[src/sv/kpsw_pkg.sv]
// Shared types and constants for the keypad stopwatch controller.
// No dependencies; imported by kpsw_step and keypad_stopwatch_controller_core.
`default_nettype none

package kpsw_pkg;

    localparam int SEC_W = 9;

    localparam logic [7:0] KEY_START  = 8'd0;
    localparam logic [7:0] KEY_STOP   = 8'd1;
    localparam logic [7:0] KEY_RESET  = 8'd2;
    localparam logic [7:0] KEY_HIDE   = 8'd3;
    localparam logic [7:0] KEY_TOGGLE = 8'd4;

    localparam logic [15:0] HIDE_INTERVAL_RESET = 16'd2000;
    localparam logic [15:0] HIDE_ELAPSED_MAX    = 16'hFFFF;
    localparam logic [3:0]  DIGIT_MAX           = 4'd9;
    localparam logic [5:0]  SEC_IN_MIN_MAX      = 6'd59;
    localparam logic [6:0]  DEC_BASE            = 7'd10;

    // Millisecond count is kept as decimal digits d2 d1 d0 (only its low three
    // digits are ever shown); seconds as full count plus minute split.
    typedef struct packed {
        logic             key_armed;
        logic             running;
        logic             shown;
        logic             hide_active;
        logic [15:0]      hide_elapsed;
        logic [SEC_W-1:0] sec;
        logic [5:0]       sec_lo;
        logic [2:0]       sec_min;
        logic [3:0]       ms_d0;
        logic [3:0]       ms_d1;
        logic [3:0]       ms_d2;
        logic [7:0]       led;
        logic [3:0]       tenths;
        logic             text_valid;
        logic [2:0]       text_min;
        logic [5:0]       text_sec;
        logic [6:0]       text_hund;
    } t_state;

    localparam t_state STATE_RESET = '{key_armed: 1'b1, default: '0};

endpackage

`default_nettype wire

[src/sv/kpsw_step.sv]
// Next-state logic for one millisecond tick: key edge decode, counting,
// display latch refresh and hide timeout. Depends on kpsw_pkg.
`default_nettype none

module kpsw_step #(
    parameter int LED_COUNT     = 8,
    parameter int SECONDS_LIMIT = 256,
    parameter int MS_PER_SECOND = 1000
) (
    input  kpsw_pkg::t_state i_state,
    input  logic [((MS_PER_SECOND > 1) ? $clog2(MS_PER_SECOND) : 1)-1:0] i_ms_sub,
    input  logic             i_key_pressed,
    input  logic [7:0]       i_key_code,
    input  logic [15:0]      i_hide_interval,
    output kpsw_pkg::t_state o_state,
    output logic [((MS_PER_SECOND > 1) ? $clog2(MS_PER_SECOND) : 1)-1:0] o_ms_sub
);
    import kpsw_pkg::*;

    localparam int MS_SUB_W = (MS_PER_SECOND > 1) ? $clog2(MS_PER_SECOND) : 1;
    localparam logic [MS_SUB_W-1:0] MS_SUB_LAST = MS_SUB_W'(MS_PER_SECOND - 1);
    localparam logic [SEC_W-1:0]    SEC_LIMIT   = SEC_W'(SECONDS_LIMIT);

    t_state              s;
    logic [MS_SUB_W-1:0] ms;
    logic                restarted;
    logic                do_refresh;
    logic                counting;
    logic                sec_carry;

    always_comb begin
        s          = i_state;
        ms         = i_ms_sub;
        restarted  = 1'b0;
        do_refresh = 1'b0;
        sec_carry  = 1'b0;

        if (s.hide_active && s.hide_elapsed != HIDE_ELAPSED_MAX) begin
            s.hide_elapsed = s.hide_elapsed + 16'd1;
        end

        if (i_key_pressed && i_state.key_armed) begin
            unique case (i_key_code)
                KEY_START: begin
                    s         = STATE_RESET;
                    ms        = '0;
                    s.running = 1'b1;
                    s.shown   = 1'b1;
                    restarted = 1'b1;
                end
                KEY_STOP: begin
                    s.shown       = 1'b1;
                    s.running     = 1'b0;
                    s.hide_active = 1'b0;
                    do_refresh    = 1'b1;
                end
                KEY_RESET: begin
                    s  = STATE_RESET;
                    ms = '0;
                end
                KEY_HIDE: begin
                    if (s.running) begin
                        s.shown        = 1'b0;
                        s.hide_elapsed = '0;
                        s.hide_active  = 1'b1;
                    end
                end
                KEY_TOGGLE: begin
                    s.shown = !s.shown;
                end
                default: begin
                    s.running     = 1'b0;
                    s.hide_active = 1'b0;
                    do_refresh    = 1'b1;
                end
            endcase
        end
        s.key_armed = !i_key_pressed;

        counting = s.running && (s.sec < SEC_LIMIT);

        // advance the millisecond digits and sub-second count
        if (counting && !restarted) begin
            if (s.ms_d0 == DIGIT_MAX) begin
                s.ms_d0 = '0;
                if (s.ms_d1 == DIGIT_MAX) begin
                    s.ms_d1 = '0;
                    s.ms_d2 = (s.ms_d2 == DIGIT_MAX) ? 4'd0 : s.ms_d2 + 4'd1;
                end else begin
                    s.ms_d1 = s.ms_d1 + 4'd1;
                end
            end else begin
                s.ms_d0 = s.ms_d0 + 4'd1;
            end
            if (ms == MS_SUB_LAST) begin
                ms        = '0;
                sec_carry = 1'b1;
            end else begin
                ms = ms + MS_SUB_W'(1);
            end
        end

        // display refresh uses the seconds count from before this tick
        if (do_refresh || counting) begin
            s.text_valid = 1'b1;
            s.text_min   = s.sec_min;
            s.text_sec   = s.sec_lo;
            s.text_hund  = {3'd0, s.ms_d2} * DEC_BASE + {3'd0, s.ms_d1};
            if (s.shown) begin
                for (int i = 0; i < 8; i++) begin
                    if (i < LED_COUNT) begin
                        s.led[i] = s.sec[i];
                    end
                end
                s.tenths = s.ms_d2;
            end
        end

        if (counting) begin
            if (s.hide_active && s.hide_elapsed >= i_hide_interval) begin
                s.hide_active = 1'b0;
                s.shown       = 1'b1;
            end
            if (sec_carry) begin
                s.sec = s.sec + SEC_W'(1);
                if (s.sec_lo == SEC_IN_MIN_MAX) begin
                    s.sec_lo  = '0;
                    s.sec_min = s.sec_min + 3'd1;
                end else begin
                    s.sec_lo = s.sec_lo + 6'd1;
                end
            end
        end

        o_state  = s;
        o_ms_sub = ms;
    end

endmodule

`default_nettype wire

[src/sv/keypad_stopwatch_controller_core.sv]
// Keypad stopwatch controller top level: input beat register, state and
// result register, hide interval register. Depends on kpsw_pkg and kpsw_step.
`default_nettype none

// One input beat is one millisecond tick with the sampled key. The block takes
// one beat per clock while o_in_stall is low; each beat passes the input
// register, then the state/result register, and the state update is a single
// pass of next-state logic between them. A stalled result holds the pipeline;
// the input side stalls only when its register is full and the result cannot
// move. The hide interval is written through i_cfg_we/i_cfg_wdata only while
// the block is idle; the user must keep to this, the block does not enforce it.

module keypad_stopwatch_controller_core #(
    parameter int LED_COUNT     = 8,
    parameter int SECONDS_LIMIT = 256,
    parameter int MS_PER_SECOND = 1000
) (
    input  logic        i_clk,
    input  logic        i_rst_n,
    input  logic        i_cfg_we,
    input  logic [15:0] i_cfg_wdata,
    input  logic        i_in_valid,
    output logic        o_in_stall,
    input  logic        i_key_pressed,
    input  logic [7:0]  i_key_code,
    output logic        o_out_valid,
    input  logic        i_out_stall,
    output logic [7:0]  o_led_bits,
    output logic [3:0]  o_tenths_digit,
    output logic [2:0]  o_text_minutes,
    output logic [5:0]  o_text_seconds,
    output logic [6:0]  o_text_hundredths,
    output logic        o_text_valid,
    output logic        o_display_shown,
    output logic        o_is_running
);
    import kpsw_pkg::*;

    localparam int MS_SUB_W = (MS_PER_SECOND > 1) ? $clog2(MS_PER_SECOND) : 1;

    logic                r_in_valid;
    logic                r_in_pressed;
    logic [7:0]          r_in_code;
    logic                r_out_valid;
    logic [15:0]         r_hide_interval;
    t_state              r_state;
    logic [MS_SUB_W-1:0] r_ms_sub;

    t_state              n_state;
    logic [MS_SUB_W-1:0] n_ms_sub;
    logic                w_advance;

    assign w_advance  = !r_out_valid || !i_out_stall;
    assign o_in_stall = r_in_valid && !w_advance;

    kpsw_step #(
        .LED_COUNT    (LED_COUNT),
        .SECONDS_LIMIT(SECONDS_LIMIT),
        .MS_PER_SECOND(MS_PER_SECOND)
    ) u_step (
        .i_state        (r_state),
        .i_ms_sub       (r_ms_sub),
        .i_key_pressed  (r_in_pressed),
        .i_key_code     (r_in_code),
        .i_hide_interval(r_hide_interval),
        .o_state        (n_state),
        .o_ms_sub       (n_ms_sub)
    );

    always_ff @(posedge i_clk) begin
        if (!i_rst_n) begin
            r_in_valid <= 1'b0;
        end else if (!o_in_stall) begin
            r_in_valid <= i_in_valid;
        end
    end

    always_ff @(posedge i_clk) begin
        if (!o_in_stall) begin
            r_in_pressed <= i_key_pressed;
            r_in_code    <= i_key_code;
        end
    end

    always_ff @(posedge i_clk) begin
        if (!i_rst_n) begin
            r_hide_interval <= HIDE_INTERVAL_RESET;
        end else if (i_cfg_we) begin
            r_hide_interval <= i_cfg_wdata;
        end
    end

    // state doubles as the result payload; it moves only with a result beat
    always_ff @(posedge i_clk) begin
        if (!i_rst_n) begin
            r_out_valid <= 1'b0;
            r_state     <= STATE_RESET;
            r_ms_sub    <= '0;
        end else if (w_advance) begin
            r_out_valid <= r_in_valid;
            if (r_in_valid) begin
                r_state  <= n_state;
                r_ms_sub <= n_ms_sub;
            end
        end
    end

    assign o_out_valid       = r_out_valid;
    assign o_led_bits        = r_state.led;
    assign o_tenths_digit    = r_state.tenths;
    assign o_text_minutes    = r_state.text_min;
    assign o_text_seconds    = r_state.text_sec;
    assign o_text_hundredths = r_state.text_hund;
    assign o_text_valid      = r_state.text_valid;
    assign o_display_shown   = r_state.shown;
    assign o_is_running      = r_state.running;

    a_blank_text: assert property (@(posedge i_clk) disable iff (!i_rst_n)
        !r_state.text_valid |-> (r_state.text_min == 3'd0 && r_state.text_sec == 6'd0
                                 && r_state.text_hund == 7'd0))
        else $error("blanked clock text carries nonzero fields");

    a_sec_split: assert property (@(posedge i_clk) disable iff (!i_rst_n)
        (r_state.sec_lo <= SEC_IN_MIN_MAX)
        && ({6'd0, r_state.sec_min} * 9'd60 + {3'd0, r_state.sec_lo} == r_state.sec))
        else $error("minute split out of step with seconds count");

    a_ms_digits: assert property (@(posedge i_clk) disable iff (!i_rst_n)
        r_state.ms_d0 <= DIGIT_MAX && r_state.ms_d1 <= DIGIT_MAX
        && r_state.ms_d2 <= DIGIT_MAX && r_state.tenths <= DIGIT_MAX)
        else $error("millisecond digit out of range");

    a_beat_moves: assert property (@(posedge i_clk) disable iff (!i_rst_n)
        (r_in_valid && w_advance) |=> r_out_valid)
        else $error("accepted tick produced no result beat");

endmodule

`default_nettype wire

[config.mk]
export PLATFORM = sky130hd
export DESIGN_NAME = keypad_stopwatch_controller_core
export DESIGN_NICKNAME = d
export VERILOG_FILES = /design/src/sv/kpsw_pkg.sv /design/src/sv/kpsw_step.sv /design/src/sv/keypad_stopwatch_controller_core.sv
export SDC_FILE = /design/constraint.sdc
export NUM_CORES = 1
export LEC_CHECK = 0
export BUFFER_PORTS_ARGS = -buffer_cell sky130_fd_sc_hd__buf_2
export CAP_MARGIN = 5
export CORE_MARGIN = 3
export CORE_UTILIZATION = 36
export DETAILED_ROUTE_END_ITERATION = 6
export GPL_TIMING_DRIVEN = 0
export PLACE_DENSITY_LB_ADDON = 0.2
export SYNTH_ARGS = -nofsm -noshare
export SYNTH_HDL_FRONTEND = slang
export SYNTH_SLANG_ARGS = --single-unit
[constraint.sdc]
create_clock -name i_clk -period 4.7 [get_ports i_clk]
set_input_delay 0.47 -clock i_clk [delete_from_list [all_inputs] [get_ports i_clk]]
set_output_delay 0.47 -clock i_clk [all_outputs]
set_load 0.01 [all_outputs]
==> qor.yml, run 1 <==
worst_setup_path:
  crit_end: "o_text_hundredths[6]"
  arrival_ns: 4.83
  crit_cells: 20
  path_cells: "nor2_2 -> nand4_1 -> clkbuf_8 -> buf_6 -> and2_1 -> inv_1 -> ha_1 -> and3b_2 -> nand2_2 -> a211o_1 -> a21o_1 -> and2_1 -> ha_1 -> ha_2 -> fa_1 -> nand2_1 -> nor2_2 -> xor2_2 -> nand3_1 -> a32o_1"
  crit_type: "register to register"
  critPathBufInv: 3
  start_kind: "register"
  timing.rr.start: "r_in_code[0]"
  r2r_slack_ns: 0.18
  rr_worst_depth: 20
  critPathLaunch: "r_in_code[0]"
  crit_path_end_kind: "register"
  crit_required_ns: 5.01
  cp_slowest_cell: "fa_1"
  worstReg2RegEnd: "o_text_hundredths[6]"
  crit_fanout: 10
  crit_family: "simple AND/OR/NAND/NOR gates"
  cp_slowest_stage_delay_ns: 0.57
yosys:
  synth_top_family_by_area: "compound AO/OA/AOI/OAI gates"
  synthAdderAreaFrac_pct: 6.53
  synth-simple-area-share_pct: 21.3
  synthDistinctLibCells: 73
  synth_flop_cell: "dfxtp_1"
  netlist_instances: 771
  synth_edf_count: 9
  synth-seq-area-share_pct: 36.8
  synth_nets: 834
  synth_area_sq_um: 6560
  synth_compound_area_share_pct: 21.7
  synthMuxAreaShare_pct: 2.69
  synthXorXnorAreaFrac_pct: 3.34
  avgSynthCellArea_sq_um: 8.50
  synth-seq-cells: 116
  yosysWarnings: 0
  synthArstFlopShare_pct: 0
placed_design:
  postPlaceCellArea_sq_um: 7140
  dp_hpwl_um: 13100
  numPortBuffers: 61
  place_congestion: 0.889
  dp_slack_ns: -1.05
  placedCellCount: 1057
final_layout:
  num-fill-cells: 1772
  final_common_cell: "dfxtp_1"
  area_growth_pct: 20.2
  fin_cells: 1099
  layout_common_cells: "dfxtp_1, nand2_1, buf_2"
  drive_above_1_share_pct: 19.8
  final_nets: 924
  final_area_sq_um: 7880
  antenna-diode-count: 0
sta:
  worst_pin_slew_ns: 1.15
  fmax_ghz: 0.221
  final-max-slew-violation-count: 0
  fin_hold_ws_ns: 0.221
  slew_headroom_pct: 22.9
  layout_setup_ws_ns: 0.185
  finalHoldViolCount: 0
  setup_viol: 0
  fin_worst_skew_ns: 0.00960
  finalCriticalPeriod_ns: 4.52
  timing.final.crit_share_pct: 96.1
clock_network:
  insertion_delay_ns: 0.42
  cts.sinks: 116
  clk_pin_slew_ns: 0.06
  numCtsBuffers: 17
  cts_tree: "built"
  cts_root_buf: "clkbuf_16"
  cts.path.max_buffers: 2
  cts.htree.levels: 4
floorplanning:
  placementRows: 48
  core_sq_um: 17500
  die_x_um: 141
  dieArea_sq_um: 19900
  fp.dieH_um: 141
  ios: 63
  start_util_pct: 37.4
route:
  wl_um: 18600
  drt_iter0_drc: 480
  drc: 0
  firstDrtPassIters: 5
  num_vias: 5922
  ant_nets: 0
  vias_per_cell: 5.39
  wl_per_cell_um: 16.9
global_routing:
  overflow: 0
  antenna_found_initial: 0
  grt_pass1_vias: 5688
  grt_max_degree: 17
  grt_pass1_wl_um: 30000
  groute.usage.overall_pct: 19.0
hold_path:
  hold_depth: 1
  hp-class: "input port to register"
pwr:
  p_leak_nw: 3.27
  switching_power_w: 0.000595
  peakVddDrop_mv: 0.248
  swShare_pct: 24.2
  clock_power_share_pct: 52.8
  p_seq_share_pct: 41.6
  power_density_nw_per_um2: 313
  p_int_w: 0.00187
  power_frac_comb_pct: 5.6
status:
  outcome: "finished clean"
run:
  drv_cap: 0
## cell families after synthesis
logic type	Yosys count
AO/OA/AOI/OAI	205
XOR/XNOR	25
multiplexers	17
AND/OR/NAND/NOR	275
buffers and inverters	100
adder cells (fa/ha/maj)	33
flip-flops	116
## how the worst min path moves through the flow
stage | startpoint | to | slack, ns
6_report | i_key_code[4] | r_in_code[4] | 0.22
5_1_grt | i_key_code[2] | r_in_code[2] | 0.21
4_1_cts | i_key_code[4] | r_in_code[4] | 0.21
3_5_place_dp | o_text_valid | o_text_valid | 0.44
3_3_place_gp | o_text_valid | o_text_valid | 0.44
2_1_floorplan | r_ms_sub[0] | r_ms_sub[0] | 0.43
## worst reg2reg max path: stages, from the launching register on
cell and delay (ns):
edfxtp_1 0.50, nor2_2 0.17, nand4_1 0.25, clkbuf_8 0.25, buf_6 0.15, and2_1 0.17
inv_1 0.05, ha_1 0.12, and3b_2 0.25, nand2_2 0.07, a211o_1 0.29, a21o_1 0.19
and2_1 0.16, ha_1 0.29, ha_2 0.19, fa_1 0.57, nand2_1 0.07, nor2_2 0.15
xor2_2 0.17, nand3_1 0.10, a32o_1 0.26
## layer usage
layer  global-route usage, %  part of all wire [%]
met1                    26.1                    48
met2                    29.4                    45
met3                    4.04                   5.5
met4                    6.83                   2.2
met5                       0                     0
## cells in the mapped netlist (5+ instances only)
library cell  count  area (sq um)
dfxtp_1         107          2140
nand2_1          72           270
nor2_1           63           236
a21oi_1          55           275
o21ai_0          38           190
nand3_1          36           180
ha_1             31           388
buf_4            30           225
inv_1            30           113
nand4_1          25           156
clkbuf_1         24          90.1
and2_1           20           125
xnor2_1          16           140
a22o_1           15           131
a31oi_1          14          87.6
a21o_1           12          90.1
mux2i_1          12           120
a32o_1           11           110
nor3_1           11          55.1
buf_2             9          45.0
edfxtp_1          9           270
o211ai_1          9          67.6
xor2_1            9          78.8
and4_1            6          52.6
buf_1             6          22.5
nand2b_1          6          37.5
nor2b_1           6          37.5
or3_1             6          37.5
a311oi_1          5          43.8
mux2_2            5          56.3
o31ai_1           5          37.5
## sequential cells by signal, summed over array words and instances (netlist names)
signal             cells
o_text_valid           1
o_text_hundredths      7
o_out_valid            1
r_ms_sub              10
o_tenths_digit         4
o_text_seconds         6
o_text_minutes         3
r_state               48
r_in_valid             1
o_is_running           1
r_in_pressed           1
o_led_bits             8
r_hide_interval       16
o_display_shown        1
r_in_code              8
## through the flow
step	power [W]	setup TNS, ns	utilization [%]
2_1_floorplan	0.00112	0	-
3_5_place_dp	0.00118	-2.36	40.7
5_1_grt	0.00255	-0.00287	44.9
3_3_place_gp	0.00118	-2.34	40.7
4_1_cts	0.00248	0	44.4
6_report	0.00246	0	44.9
## layout make-up
type / instances / area (sq um) / area share [%]
clock inverters: 11 / 129 / 1.64
clock buffers: 21 / 460 / 5.84
repair buffers: 72 / 388 / 4.92
inverters: 31 / 116 / 1.48
multi-input cells: 555 / 3680 / 46.7
flip-flops and latches: 116 / 2410 / 30.6
well taps: 225 / 282 / 3.57
plain buffers: 68 / 410 / 5.21
## power groups by stage
| stage | Clock, W | Sequential [W] | Combinational, W |
|---|---|---|---|
| 5_1_grt | 0.00137 | 0.00103 | 0.000153 |
| 4_1_cts | 0.00132 | 0.00102 | 0.000134 |
| 3_3_place_gp | 0 | 0.00104 | 0.000132 |
| 2_1_floorplan | 0 | 0.00104 | 0.0000815 |
| 6_report | 0.00130 | 0.00102 | 0.000138 |
| 3_5_place_dp | 0 | 0.00104 | 0.000132 |
## what timing repair did
item                                    in CTS  in global routing
setup buffers                                5                  6
endpoints found under the setup margin       4                  1
pin swaps                                    2                  8
hold buffers                                 0                  0
resized for setup                            9                 18
(Power assumes the default switching activity.)
==> run 2, diff against run 1 <==
- MAX_ROUTING_LAYER: unset -> met4
==> qor.yml, run 2 (synthesis gave the netlist of run 1 again) <==
status:
  outcome: "finished clean"
global_routing:
  grt_pass1_wl_um: 30000
  groute.usage.overall_pct: 19.6
  antenna_found_initial: 0
  grt_max_degree: 17
  overflow: 0
  grt_pass1_vias: 5677
clock_network:
  numCtsBuffers: 17
  cts_tree: "built"
  insertion_delay_ns: 0.42
  cts.path.max_buffers: 2
  cts_root_buf: "clkbuf_16"
  cts.htree.levels: 4
  hold_buffers: 0
  cts.sinks: 116
  clk_pin_slew_ns: 0.06
final_layout:
  reg_top3: "r_state (48), r_hide_interval (16), r_ms_sub (10)"
  area_growth_pct: 20.2
  antenna-diode-count: 0
  final_nets: 924
  drive_above_1_share_pct: 19.8
  fin_util_pct: 44.9
  largest-register: "r_state"
  final_common_cell: "dfxtp_1"
  largest_reg_flops: 48
  layout_common_cells: "dfxtp_1, nand2_1, buf_2"
placed_design:
  numPortBuffers: 61
  place_congestion: 0.904
  dp_hpwl_um: 13100
sta:
  fin_worst_skew_ns: 0.00875
  slew_headroom_pct: 23.4
  setup_viol: 0
  final-max-slew-violation-count: 0
  finalHoldViolCount: 0
  worst_pin_slew_ns: 1.14
  fmax_ghz: 0.221
  timing.final.crit_share_pct: 96.1
  finalCriticalPeriod_ns: 4.52
  fin_tns_setup_ns: 0
route:
  wl_per_cell_um: 16.9
  wl_um: 18600
  ant_nets: 0
  firstDrtPassIters: 5
  vias_per_cell: 5.39
  num_vias: 5922
  drc: 0
  drt_iter0_drc: 480
floorplanning:
  dieArea_sq_um: 19900
  fp.dieH_um: 141
  ios: 63
  start_util_pct: 37.4
  placementRows: 48
  core_sq_um: 17500
  die_x_um: 141
hold_path:
  hp-class: "input port to register"
worst_setup_path:
  crit_end: "o_text_hundredths[6]"
  crit_required_ns: 5.02
  crit_type: "register to register"
  critPathLaunch: "r_in_code[0]"
  arrival_ns: 4.83
  crit_path_end_kind: "register"
  timing.rr.start: "r_in_code[0]"
  crit_fanout: 10
  worstReg2RegEnd: "o_text_hundredths[6]"
  rr_worst_depth: 20
  start_kind: "register"
  r2r_slack_ns: 0.18
pwr:
  peakVddDrop_mv: 0.250
  p_leak_nw: 3.27
  power_density_nw_per_um2: 313
run:
  drv_cap: 0
run 2: power by group:
part / switching, W / total (W) / internal, W
combinational: 0.0000915 / 0.000138 / 0.0000468
sequential: 0.0000111 / 0.00102 / 0.00101
clock: 0.000499 / 0.00131 / 0.000809
total: 0.000602 / 0.00247 / 0.00187
run 2: how the worst min path moves through the flow:
| stage | from | end | depth (start not counted) |
|---|---|---|---|
| global route | i_key_code[2] | r_in_code[2] | 1 |
| floorplan | r_ms_sub[0] | r_ms_sub[0] | 1 |
| detailed placement | o_text_valid | o_text_valid | 1 |
| finish | i_key_code[4] | r_in_code[4] | 1 |
| global placement | o_text_valid | o_text_valid | 1 |
| CTS | i_key_code[4] | r_in_code[4] | 1 |
run 2: worst max-delay path, cell delays in order, from the launching register on:
cell	delay (ns)
edfxtp_1	0.50
nor2_2	0.17
nand4_1	0.25
clkbuf_8	0.25
buf_6	0.14
and2_1	0.17
inv_1	0.05
ha_1	0.12
and3b_2	0.25
nand2_2	0.07
a211o_1	0.29
a21o_1	0.19
and2_1	0.16
ha_1	0.29
ha_2	0.19
fa_1	0.57
nand2_1	0.07
nor2_2	0.15
xor2_2	0.17
nand3_1	0.10
a32o_1	0.26
run 2: layout make-up:
type | instances | area (sq um)
tap | 225 | 282
fill | 1772 | 9660
buffer | 68 | 410
clock inverter | 11 | 129
sequential | 116 | 2410
clock buffer | 21 | 460
timing repair buffer | 72 | 388
multi-input combinational | 555 | 3680
inverter | 31 | 116
run 2: per-stage QoR:
step                      area, sq um  std cells  worst slack, ns  total power [W]  hold WS [ns]
final                            7880       1099            0.182          0.00247         0.221
after global routing             7880       1099         -0.00227          0.00255         0.206
after CTS                        7790       1093           0.0278          0.00248         0.208
after detailed placement         7140       1057            -1.05          0.00118         0.444
after global placement           7140       1057            -1.03          0.00118         0.437
after floorplan                  6560        771           0.0759          0.00112         0.428
run 2: what timing repair did:
action                                  4_1_cts  5_1_grt
endpoints found under the setup margin        4        1
resized for setup                             9       18
pin swaps                                     2        8
buffers inserted                              5        6
run 2: per-layer routing:
| metal | wire length (um) | global-route usage, % |
|---|---|---|
| met5 | 0 | - |
| met4 | 356 | 6.22 |
| met3 | 1030 | 4.31 |
| met2 | 8340 | 29.4 |
| met1 | 8890 | 26.3 |
